File: config.mk
export PLATFORM = sky130hd
export DESIGN_NAME = base64_stream_decoder_top
export DESIGN_NICKNAME = d
export VERILOG_FILES = /design/src/hw/rtl/b64d_pkg.sv /design/src/hw/rtl/base64_stream_decoder_top.sv /design/src/hw/rtl/b64d_front.sv /design/src/hw/rtl/b64d_queue.sv /design/src/hw/rtl/b64d_back.sv
export VERILOG_INCLUDE_DIRS = /design/src /design/src/hw/rtl
export SDC_FILE = /design/constraint.sdc
export NUM_CORES = 1
export LEC_CHECK = 0
export ABC_AREA = 0
export BUFFER_PORTS_ARGS = -buffer_cell sky130_fd_sc_hd__buf_2
export CAP_MARGIN = 5
export CORE_UTILIZATION = 40
export DETAILED_ROUTE_END_ITERATION = 10
export GPL_TIMING_DRIVEN = 1
export PLACE_DENSITY = 0.54
export SLEW_MARGIN = 0
export SYNTH_ARGS = -nofsm -noshare
export SYNTH_HDL_FRONTEND = slang
export SYNTH_SLANG_ARGS = --single-unit
File: constraint.sdc
create_clock -name i_clk -period 10.4 [get_ports i_clk]
set_input_delay 0 -clock i_clk [delete_from_list [all_inputs] [get_ports i_clk]]
set_output_delay 0 -clock i_clk [all_outputs]
set_load 0.01 [all_outputs]
File: src/hw/rtl/assert_macros.svh
// Assertion helpers shared by the RTL; define ASSERT_OFF to drop them.
`ifndef ASSERT_MACROS_SVH
`define ASSERT_MACROS_SVH

`ifndef ASSERT_OFF

// expr must hold on every edge outside reset
`define ASSERT_ALWAYS(lbl, clk, rstn, expr, msg) \
    lbl: assert property (@(posedge clk) disable iff (!(rstn)) (expr)) else $error(msg);

// cons must hold in the same cycle as ante
`define ASSERT_IMPLY(lbl, clk, rstn, ante, cons, msg) \
    lbl: assert property (@(posedge clk) disable iff (!(rstn)) (ante) |-> (cons)) \
        else $error(msg);

// cons must hold in the cycle after ante
`define ASSERT_NEXT(lbl, clk, rstn, ante, cons, msg) \
    lbl: assert property (@(posedge clk) disable iff (!(rstn)) (ante) |=> (cons)) \
        else $error(msg);

`else

`define ASSERT_ALWAYS(lbl, clk, rstn, expr, msg)
`define ASSERT_IMPLY(lbl, clk, rstn, ante, cons, msg)
`define ASSERT_NEXT(lbl, clk, rstn, ante, cons, msg)

`endif

`endif

File: src/hw/rtl/b64d_pkg.sv
package b64d_pkg;

    localparam logic [6:0] SEXTET_PAD = 7'd64;
    localparam logic [6:0] SEXTET_BAD = 7'd65;

    localparam logic [7:0] CH_UPPER_A = 8'h41;
    localparam logic [7:0] CH_UPPER_Z = 8'h5A;
    localparam logic [7:0] CH_LOWER_A = 8'h61;
    localparam logic [7:0] CH_LOWER_Z = 8'h7A;
    localparam logic [7:0] CH_DIGIT_0 = 8'h30;
    localparam logic [7:0] CH_DIGIT_9 = 8'h39;
    localparam logic [7:0] CH_PLUS    = 8'h2B;
    localparam logic [7:0] CH_SLASH   = 8'h2F;
    localparam logic [7:0] CH_EQUALS  = 8'h3D;

    typedef enum logic [1:0] {
        ST_OK       = 2'd0,
        ST_BAD_CHAR = 2'd1,
        ST_BAD_LEN  = 2'd2,
        ST_OVER_CAP = 2'd3
    } t_status;

    // One queued request: up to three bytes, then optionally the status item.
    typedef struct packed {
        logic [23:0] word;
        logic [1:0]  nb;
        logic        is_last;
        t_status     status;
        logic [15:0] count;
    } t_job;

    function automatic logic [6:0] sextet_of(input logic [7:0] c);
        logic [6:0] v;
        v = SEXTET_BAD;
        if (c >= CH_UPPER_A && c <= CH_UPPER_Z) begin
            v = 7'(c - CH_UPPER_A);
        end else if (c >= CH_LOWER_A && c <= CH_LOWER_Z) begin
            v = 7'(c - CH_LOWER_A + 8'd26);
        end else if (c >= CH_DIGIT_0 && c <= CH_DIGIT_9) begin
            v = 7'(c - CH_DIGIT_0 + 8'd52);
        end else if (c == CH_PLUS) begin
            v = 7'd62;
        end else if (c == CH_SLASH) begin
            v = 7'd63;
        end else if (c == CH_EQUALS) begin
            v = SEXTET_PAD;
        end
        return v;
    endfunction

endpackage

File: src/hw/rtl/base64_stream_decoder_top.sv
// Path: an accepted character updates the front end; any results it yields
// go as a request into the queue and are then registered by the back end.
// Throughput: one character per cycle in while the queue has room, one
// result per cycle out while i_ready allows; a quartet gives at most 3 bytes
// plus a status, absorbed by the request queue. Reset (i_rst_n, synchronous,
// active low) clears stream state and the queue and sets r_capacity to 65535.
module base64_stream_decoder_top #(
    parameter int QUEUE_DEPTH = 4
) (
    input  logic        i_clk,
    input  logic        i_rst_n,
    input  logic        i_valid,
    output logic        o_ready,
    input  logic [7:0]  i_char_in,
    input  logic        i_last_char,
    output logic        o_valid,
    input  logic        i_ready,
    output logic [7:0]  o_out_byte,
    output logic        o_is_status,
    output logic [1:0]  o_status,
    output logic [15:0] o_byte_count,
    output logic        o_last_result,
    input  logic        i_cfg_we,
    input  logic [15:0] i_cfg_wdata
);

    logic [15:0]       r_capacity;
    logic              push, q_ready, q_valid, pop;
    b64d_pkg::t_job    f_job, q_job;
    b64d_pkg::t_status status;

    always_ff @(posedge i_clk) begin
        if (!i_rst_n) begin
            r_capacity <= 16'hFFFF;
        end else if (i_cfg_we) begin
            r_capacity <= i_cfg_wdata;
        end
    end

    b64d_front u_front (
        .i_clk         (i_clk),
        .i_rst_n       (i_rst_n),
        .i_valid       (i_valid),
        .o_ready       (o_ready),
        .i_char_in     (i_char_in),
        .i_last_char   (i_last_char),
        .i_capacity    (r_capacity),
        .i_queue_ready (q_ready),
        .o_push        (push),
        .o_job         (f_job)
    );

    b64d_queue #(
        .DEPTH (QUEUE_DEPTH)
    ) u_queue (
        .i_clk   (i_clk),
        .i_rst_n (i_rst_n),
        .i_push  (push),
        .i_job   (f_job),
        .o_ready (q_ready),
        .i_pop   (pop),
        .o_valid (q_valid),
        .o_job   (q_job)
    );

    b64d_back u_back (
        .i_clk         (i_clk),
        .i_rst_n       (i_rst_n),
        .i_job_valid   (q_valid),
        .i_job         (q_job),
        .o_pop         (pop),
        .o_valid       (o_valid),
        .i_ready       (i_ready),
        .o_out_byte    (o_out_byte),
        .o_is_status   (o_is_status),
        .o_status      (status),
        .o_byte_count  (o_byte_count),
        .o_last_result (o_last_result)
    );

    assign o_status = status;

endmodule

File: src/hw/rtl/b64d_front.sv
`include "assert_macros.svh"

module b64d_front (
    input  logic            i_clk,
    input  logic            i_rst_n,
    input  logic            i_valid,
    output logic            o_ready,
    input  logic [7:0]      i_char_in,
    input  logic            i_last_char,
    input  logic [15:0]     i_capacity,
    input  logic            i_queue_ready,
    output logic            o_push,
    output b64d_pkg::t_job  o_job
);

    logic [1:0]        r_pos,  n_pos;
    logic [17:0]       r_held, n_held;
    logic              r_pad,  n_pad;
    b64d_pkg::t_status r_err,  n_err;
    logic [15:0]       r_cnt,  n_cnt;

    logic [6:0]  sx;
    logic [23:0] word;
    logic [1:0]  nb;
    logic        emit;
    logic        acc;

    assign o_ready = i_queue_ready;
    assign acc     = i_valid && i_queue_ready;
    assign sx      = b64d_pkg::sextet_of(i_char_in);

    always_comb begin
        n_pos  = 2'(r_pos + 2'd1);
        n_held = r_held;
        n_pad  = r_pad;
        n_err  = r_err;
        n_cnt  = r_cnt;
        word   = '0;
        nb     = 2'd0;
        emit   = 1'b0;

        if (r_err == b64d_pkg::ST_OK) begin
            if (sx < b64d_pkg::SEXTET_PAD) begin
                if (r_pad) begin
                    n_err = b64d_pkg::ST_BAD_CHAR;
                end else if (r_pos != 2'd3) begin
                    n_held = {r_held[11:0], sx[5:0]};
                end else begin
                    word = {r_held, sx[5:0]};
                    nb   = 2'd3;
                end
            end else if (sx == b64d_pkg::SEXTET_PAD) begin
                if (r_pos == 2'd2) begin
                    n_pad  = 1'b1;
                    n_held = {r_held[11:0], 6'd0};
                end else if (r_pos == 2'd3 && i_last_char) begin
                    word = {r_held, 6'd0};
                    nb   = r_pad ? 2'd1 : 2'd2;
                end else begin
                    n_err = b64d_pkg::ST_BAD_CHAR;
                end
            end else begin
                n_err = b64d_pkg::ST_BAD_CHAR;
            end

            if (nb != 2'd0) begin
                // drop the whole quartet if it would pass the capacity
                if ({1'b0, r_cnt} + {15'd0, nb} > {1'b0, i_capacity}) begin
                    n_err = b64d_pkg::ST_OVER_CAP;
                end else begin
                    emit  = 1'b1;
                    n_cnt = 16'(r_cnt + {14'd0, nb});
                end
            end
        end

        if (r_pos == 2'd3) begin
            n_held = '0;
            n_pad  = 1'b0;
        end

        o_job.word    = word;
        o_job.nb      = emit ? nb : 2'd0;
        o_job.is_last = i_last_char;
        o_job.status  = (r_pos != 2'd3) ? b64d_pkg::ST_BAD_LEN : n_err;
        o_job.count   = n_cnt;

        if (i_last_char) begin
            n_pos  = 2'd0;
            n_held = '0;
            n_pad  = 1'b0;
            n_err  = b64d_pkg::ST_OK;
            n_cnt  = '0;
        end
    end

    assign o_push = acc && (emit || i_last_char);

    always_ff @(posedge i_clk) begin
        if (!i_rst_n) begin
            r_pos  <= '0;
            r_held <= '0;
            r_pad  <= 1'b0;
            r_err  <= b64d_pkg::ST_OK;
            r_cnt  <= '0;
        end else if (acc) begin
            r_pos  <= n_pos;
            r_held <= n_held;
            r_pad  <= n_pad;
            r_err  <= n_err;
            r_cnt  <= n_cnt;
        end
    end

    `ASSERT_NEXT(a_end_clears, i_clk, i_rst_n, acc && i_last_char,
        r_pos == 2'd0 && r_err == b64d_pkg::ST_OK && r_cnt == 16'd0,
        "stream state not cleared after last character")
    `ASSERT_NEXT(a_err_sticky, i_clk, i_rst_n,
        r_err != b64d_pkg::ST_OK && !(acc && i_last_char),
        r_err == $past(r_err), "sticky error changed inside a stream")
    `ASSERT_IMPLY(a_pad_place, i_clk, i_rst_n, r_pad,
        r_pos == 2'd3, "pad flag set outside the last quartet slot")

endmodule

File: src/hw/rtl/b64d_queue.sv
`include "assert_macros.svh"

module b64d_queue #(
    parameter int DEPTH = 4
) (
    input  logic            i_clk,
    input  logic            i_rst_n,
    input  logic            i_push,
    input  b64d_pkg::t_job  i_job,
    output logic            o_ready,
    input  logic            i_pop,
    output logic            o_valid,
    output b64d_pkg::t_job  o_job
);

    localparam int AW = (DEPTH > 1) ? $clog2(DEPTH) : 1;
    localparam int CW = $clog2(DEPTH + 1);

    b64d_pkg::t_job r_mem [DEPTH];
    logic [AW-1:0]  r_wr, r_rd;
    logic [CW-1:0]  r_cnt;
    logic           do_push, do_pop;

    assign o_ready = (r_cnt != CW'(DEPTH));
    assign o_valid = (r_cnt != '0);
    assign o_job   = r_mem[r_rd];
    assign do_push = i_push && o_ready;
    assign do_pop  = i_pop && o_valid;

    always_ff @(posedge i_clk) begin
        if (do_push) begin
            r_mem[r_wr] <= i_job;
        end
    end

    always_ff @(posedge i_clk) begin
        if (!i_rst_n) begin
            r_wr  <= '0;
            r_rd  <= '0;
            r_cnt <= '0;
        end else begin
            if (do_push) begin
                r_wr <= (r_wr == AW'(DEPTH - 1)) ? '0 : AW'(r_wr + 1'b1);
            end
            if (do_pop) begin
                r_rd <= (r_rd == AW'(DEPTH - 1)) ? '0 : AW'(r_rd + 1'b1);
            end
            case ({do_push, do_pop})
                2'b10:   r_cnt <= CW'(r_cnt + 1'b1);
                2'b01:   r_cnt <= CW'(r_cnt - 1'b1);
                default: r_cnt <= r_cnt;
            endcase
        end
    end

    `ASSERT_IMPLY(a_no_overflow, i_clk, i_rst_n, i_push, o_ready,
        "request pushed into a full queue")

endmodule

File: src/hw/rtl/b64d_back.sv
`include "assert_macros.svh"

module b64d_back (
    input  logic              i_clk,
    input  logic              i_rst_n,
    input  logic              i_job_valid,
    input  b64d_pkg::t_job    i_job,
    output logic              o_pop,
    output logic              o_valid,
    input  logic              i_ready,
    output logic [7:0]        o_out_byte,
    output logic              o_is_status,
    output b64d_pkg::t_status o_status,
    output logic [15:0]       o_byte_count,
    output logic              o_last_result
);

    logic [1:0] r_sel;
    logic       r_valid;
    logic       free, fire, stat_item, done;
    logic [7:0] sel_byte;

    assign free      = !r_valid || i_ready;
    assign fire      = free && i_job_valid;
    assign stat_item = (r_sel == i_job.nb);
    assign done      = stat_item || (2'(r_sel + 2'd1) == i_job.nb && !i_job.is_last);
    assign o_pop     = fire && done;
    assign o_valid   = r_valid;

    always_comb begin
        case (r_sel)
            2'd0:    sel_byte = i_job.word[23:16];
            2'd1:    sel_byte = i_job.word[15:8];
            2'd2:    sel_byte = i_job.word[7:0];
            default: sel_byte = 8'd0;
        endcase
    end

    always_ff @(posedge i_clk) begin
        if (!i_rst_n) begin
            r_valid <= 1'b0;
            r_sel   <= '0;
        end else begin
            if (fire) begin
                r_valid <= 1'b1;
                r_sel   <= done ? 2'd0 : 2'(r_sel + 2'd1);
            end else if (i_ready) begin
                r_valid <= 1'b0;
            end
        end
    end

    always_ff @(posedge i_clk) begin
        if (fire) begin
            o_out_byte    <= stat_item ? 8'd0 : sel_byte;
            o_is_status   <= stat_item;
            o_status      <= stat_item ? i_job.status : b64d_pkg::ST_OK;
            o_byte_count  <= stat_item ? i_job.count : 16'd0;
            o_last_result <= stat_item;
        end
    end

    `ASSERT_IMPLY(a_job_nonempty, i_clk, i_rst_n, i_job_valid,
        i_job.nb != 2'd0 || i_job.is_last, "queued request carries no result")
    `ASSERT_IMPLY(a_sel_range, i_clk, i_rst_n, i_job_valid,
        r_sel < i_job.nb || (r_sel == i_job.nb && i_job.is_last),
        "result index ran past the request")

endmodule
==> results.md <==
- Total global routing track utilization: 0.1780
- Maximum VDD drop: roughly 0.13 mV
- Largest net degree at the start of global routing: 54
- CTS root buffer: clkbuf_16
- Clock Latency Late Sink: 0.57 ns
- Setup Crit Path Kind: input port to flip-flop
- Hold WC Path Type: input port to flip-flop
- Die Area: 0.03239 mm^2
- PostCTS Resize Cnt: 0
- Footprint of the multi-input gates: about 0.0047 mm^2
- Largest stage delay on the critical path: 0.50 ns
- Die X: 180.0 um
- Status: finished, final reports clean
- Rows: 64
- Pins over their slew limit: 0
- Starting Density: 0.4099
- Layout cells sized above 1: 0.1800
- Routability Congestion: approximately 0.87
- Maximum fanout along the worst path: 28
- Worst path most repeated cell: ha_1
- Slew HR: 0.3348
- Static Leak: 5.483 nW
- Initial DRT Pass Iterations: 7
- DR vias: 7807
- Register area share after synthesis: 0.5964
- # setup viols final: 0
- Vias per cell: 5.358
- Synth Cell Area: 0.01267 mm^2
- Worst setup EP type: flip-flop
- H-tree levels: 1
- Area Growth Syn to Fin: 16.95%
- Storage cell area: approximately 0.0076 mm^2
- Crit path arrival time: approximately 7 ns
- CP max stage cell: and2_2
- Pwr Density: 202.5 mW/mm^2
- Die Ht: roughly 180 um
- Vias in the first global route: 8046
- Syn_area_per_cell: 13.51 um^2
- Postcts setup bufs: 0
- Placed cells: 1350
- Worst-case clock buffer depth: 3
- Routed Antenna Nets: 0
- EDFF count, synth: 207
- Main synth FF type: edfxtp_1
- Sink Count: around 270
- First-pass GRT wire length: ~45000 um
- Syn nets: 1008
- Fin nets: 1107
- Residual DRC: 0
- Crit path max-delay family: simple AND/OR/NAND/NOR gates
- Fill cells: about 2700
- DPL Wire Length: roughly 18000 um
- Synth warnings: 0
- Final hold violations: 0
- Seq cells post-synth: 274
- Skew final: 0.01662 ns
- N_diodes: 0
- Clock transition at path regs: ~0.06 ns
- Setup TNS: 0 ns
- Fmax: 146.4 MHz
- Final period util: 0.6570
- DRT Wirelength: between 20000 and 30000 um
- Setup crit start kind: input port
- Top Ports: 60
- Worst-margin pin slew: 0.9967 ns
- Worst Path Required: roughly 11 ns
- 1st-iter DRT viols: 542
- Cell variety after synth: 85
- Max-cap violations: 0
- RSZ-0062 raised after global routing: false
- Total CTS buffers: 30
- Crit path time final: slightly below 7 ns
- Most frequent cells in the layout: 207 x edfxtp_1, 65 x dfxtp_1, 59 x buf_2
- Bufs and invs on worst path: 5
- CTS tree: done
- Final Non-Filler Cells: 1457
- Avg WL per Cell: 19.55 um
- PortBufs: 59
- Post-synthesis cell count: 938
- Initial antenna violation count: 0
- Final global-route overflow total: 0
- Post-synth ARST share: 0
- Core ar.: 0.03091 mm^2
- Commonest non-fill, non-tap cell in the layout: edfxtp_1
-- power breakdown --
part           leakage (nW)  total (mW)  internal, mW  switching [mW]
combinational          2.59       0.616         0.264           0.352
clock                 0.476        1.04         0.619           0.423
sequential             2.42        1.34          1.30          0.0391
-- kinds of logic after synthesis --
group	count (synthesis)	share of synthesized area
flip-flops	274	0.5964
multiplexers	65	0.09588
AO/OA/AOI/OAI	137	0.08285
XOR/XNOR	38	0.02627
buffers and inverters	105	0.03574
adder cells (fa/ha/maj)	40	0.04068
AND/OR/NAND/NOR	279	0.1221
-- flip-flops by register name, indices dropped and copies added (netlist names), 2 cells and up, named ones only --
| register | flops |
|---|---|
| u_front.r_pos | 2 |
| u_back.o_status | 2 |
| u_queue.r_rd | 2 |
| u_front.r_held | 18 |
| u_back.r_sel | 2 |
| r_capacity | 16 |
| u_back.o_out_byte | 8 |
| u_queue.r_cnt | 3 |
| u_queue.r_mem | 180 |
| u_back.o_byte_count | 16 |
| u_front.r_err | 2 |
| u_front.r_cnt | 16 |
| u_queue.r_wr | 2 |
-- cell usage after synthesis (17+ instances only) --
library cell / number / share of area
inv_1: 47 / 0.014
a21oi_1: 29 / 0.011
edfxtp_1: 207 / 0.49
nand3_1: 27 / 0.011
and3_1: 31 / 0.015
mux2i_1: 19 / 0.015
mux4_2: 45 / 0.080
nor2_1: 45 / 0.013
clkbuf_1: 31 / 0.0092
xor2_1: 21 / 0.015
o211ai_1: 24 / 0.014
and2_1: 40 / 0.020
xnor2_1: 17 / 0.012
nand2_1: 57 / 0.017
ha_1: 38 / 0.038
dfxtp_1: 67 / 0.11
-- cell type report --
cell class / instances / area share
clock buffers: 47 / 0.05834
flip-flops and latches: 274 / 0.5103
well taps: 396 / 0.03343
repair buffers: 125 / 0.06197
clock inverters: 9 / 0.007852
multi-input cells: 559 / 0.3162
inverters: 47 / 0.01190
-- repair_timing --
item,in CTS,in global routing
endpoints found under the hold margin,22,0
hold buffers,51,0
setup endpoints to repair,0,0
-- stage by stage --
stage | power, mW | hold slack (ns) | util | area [um^2] | worst slack [ns]
2_1_floorplan | 1.775 | 0.09887 | - | 12670 | 3.780
5_1_grt | 3.137 | 0.04409 | 0.4794 | 14820 | 3.040
3_3_place_gp | 1.973 | 0.2136 | 0.4312 | 13330 | 3.169
3_5_place_dp | 1.979 | 0.2184 | 0.4312 | 13330 | 3.069
4_1_cts | 3.039 | 0.006012 | 0.4794 | 14820 | 3.602
6_report | 3.001 | 0.03885 | 0.4794 | 14820 | 3.568
-- path summary, 6_finish.rpt --
path	from	slack [ns]	end	depth (start not counted)
setup reg to reg	u_front.r_pos[0]	3.75	u_queue.r_mem[3][37]	23
hold / removal	i_char_in[0]	0.04	u_front.r_held[0]	4
setup / recovery	i_char_in[2]	3.57	u_queue.r_mem[3][37]	28
hold reg to reg	u_front.r_held[2]	0.46	u_front.r_held[2]	2
-- routing by layer --
metal,track usage,up-vias,wire (um)
met3,0.02816,53,1279
met1,0.2508,3831,13630
met2,0.2828,211,12760
li1,-,3712,-
met4,0.05483,0,808
met5,0,-,0
-- tightest hold or removal path, delay by kind of cell --
family | cells | cell delay, ns
simple gates | 1 | 0.11
buf+inv | 1 | 0.19
compound gates | 2 | 0.25
Note: power is estimated with default switching activity, not from simulation.
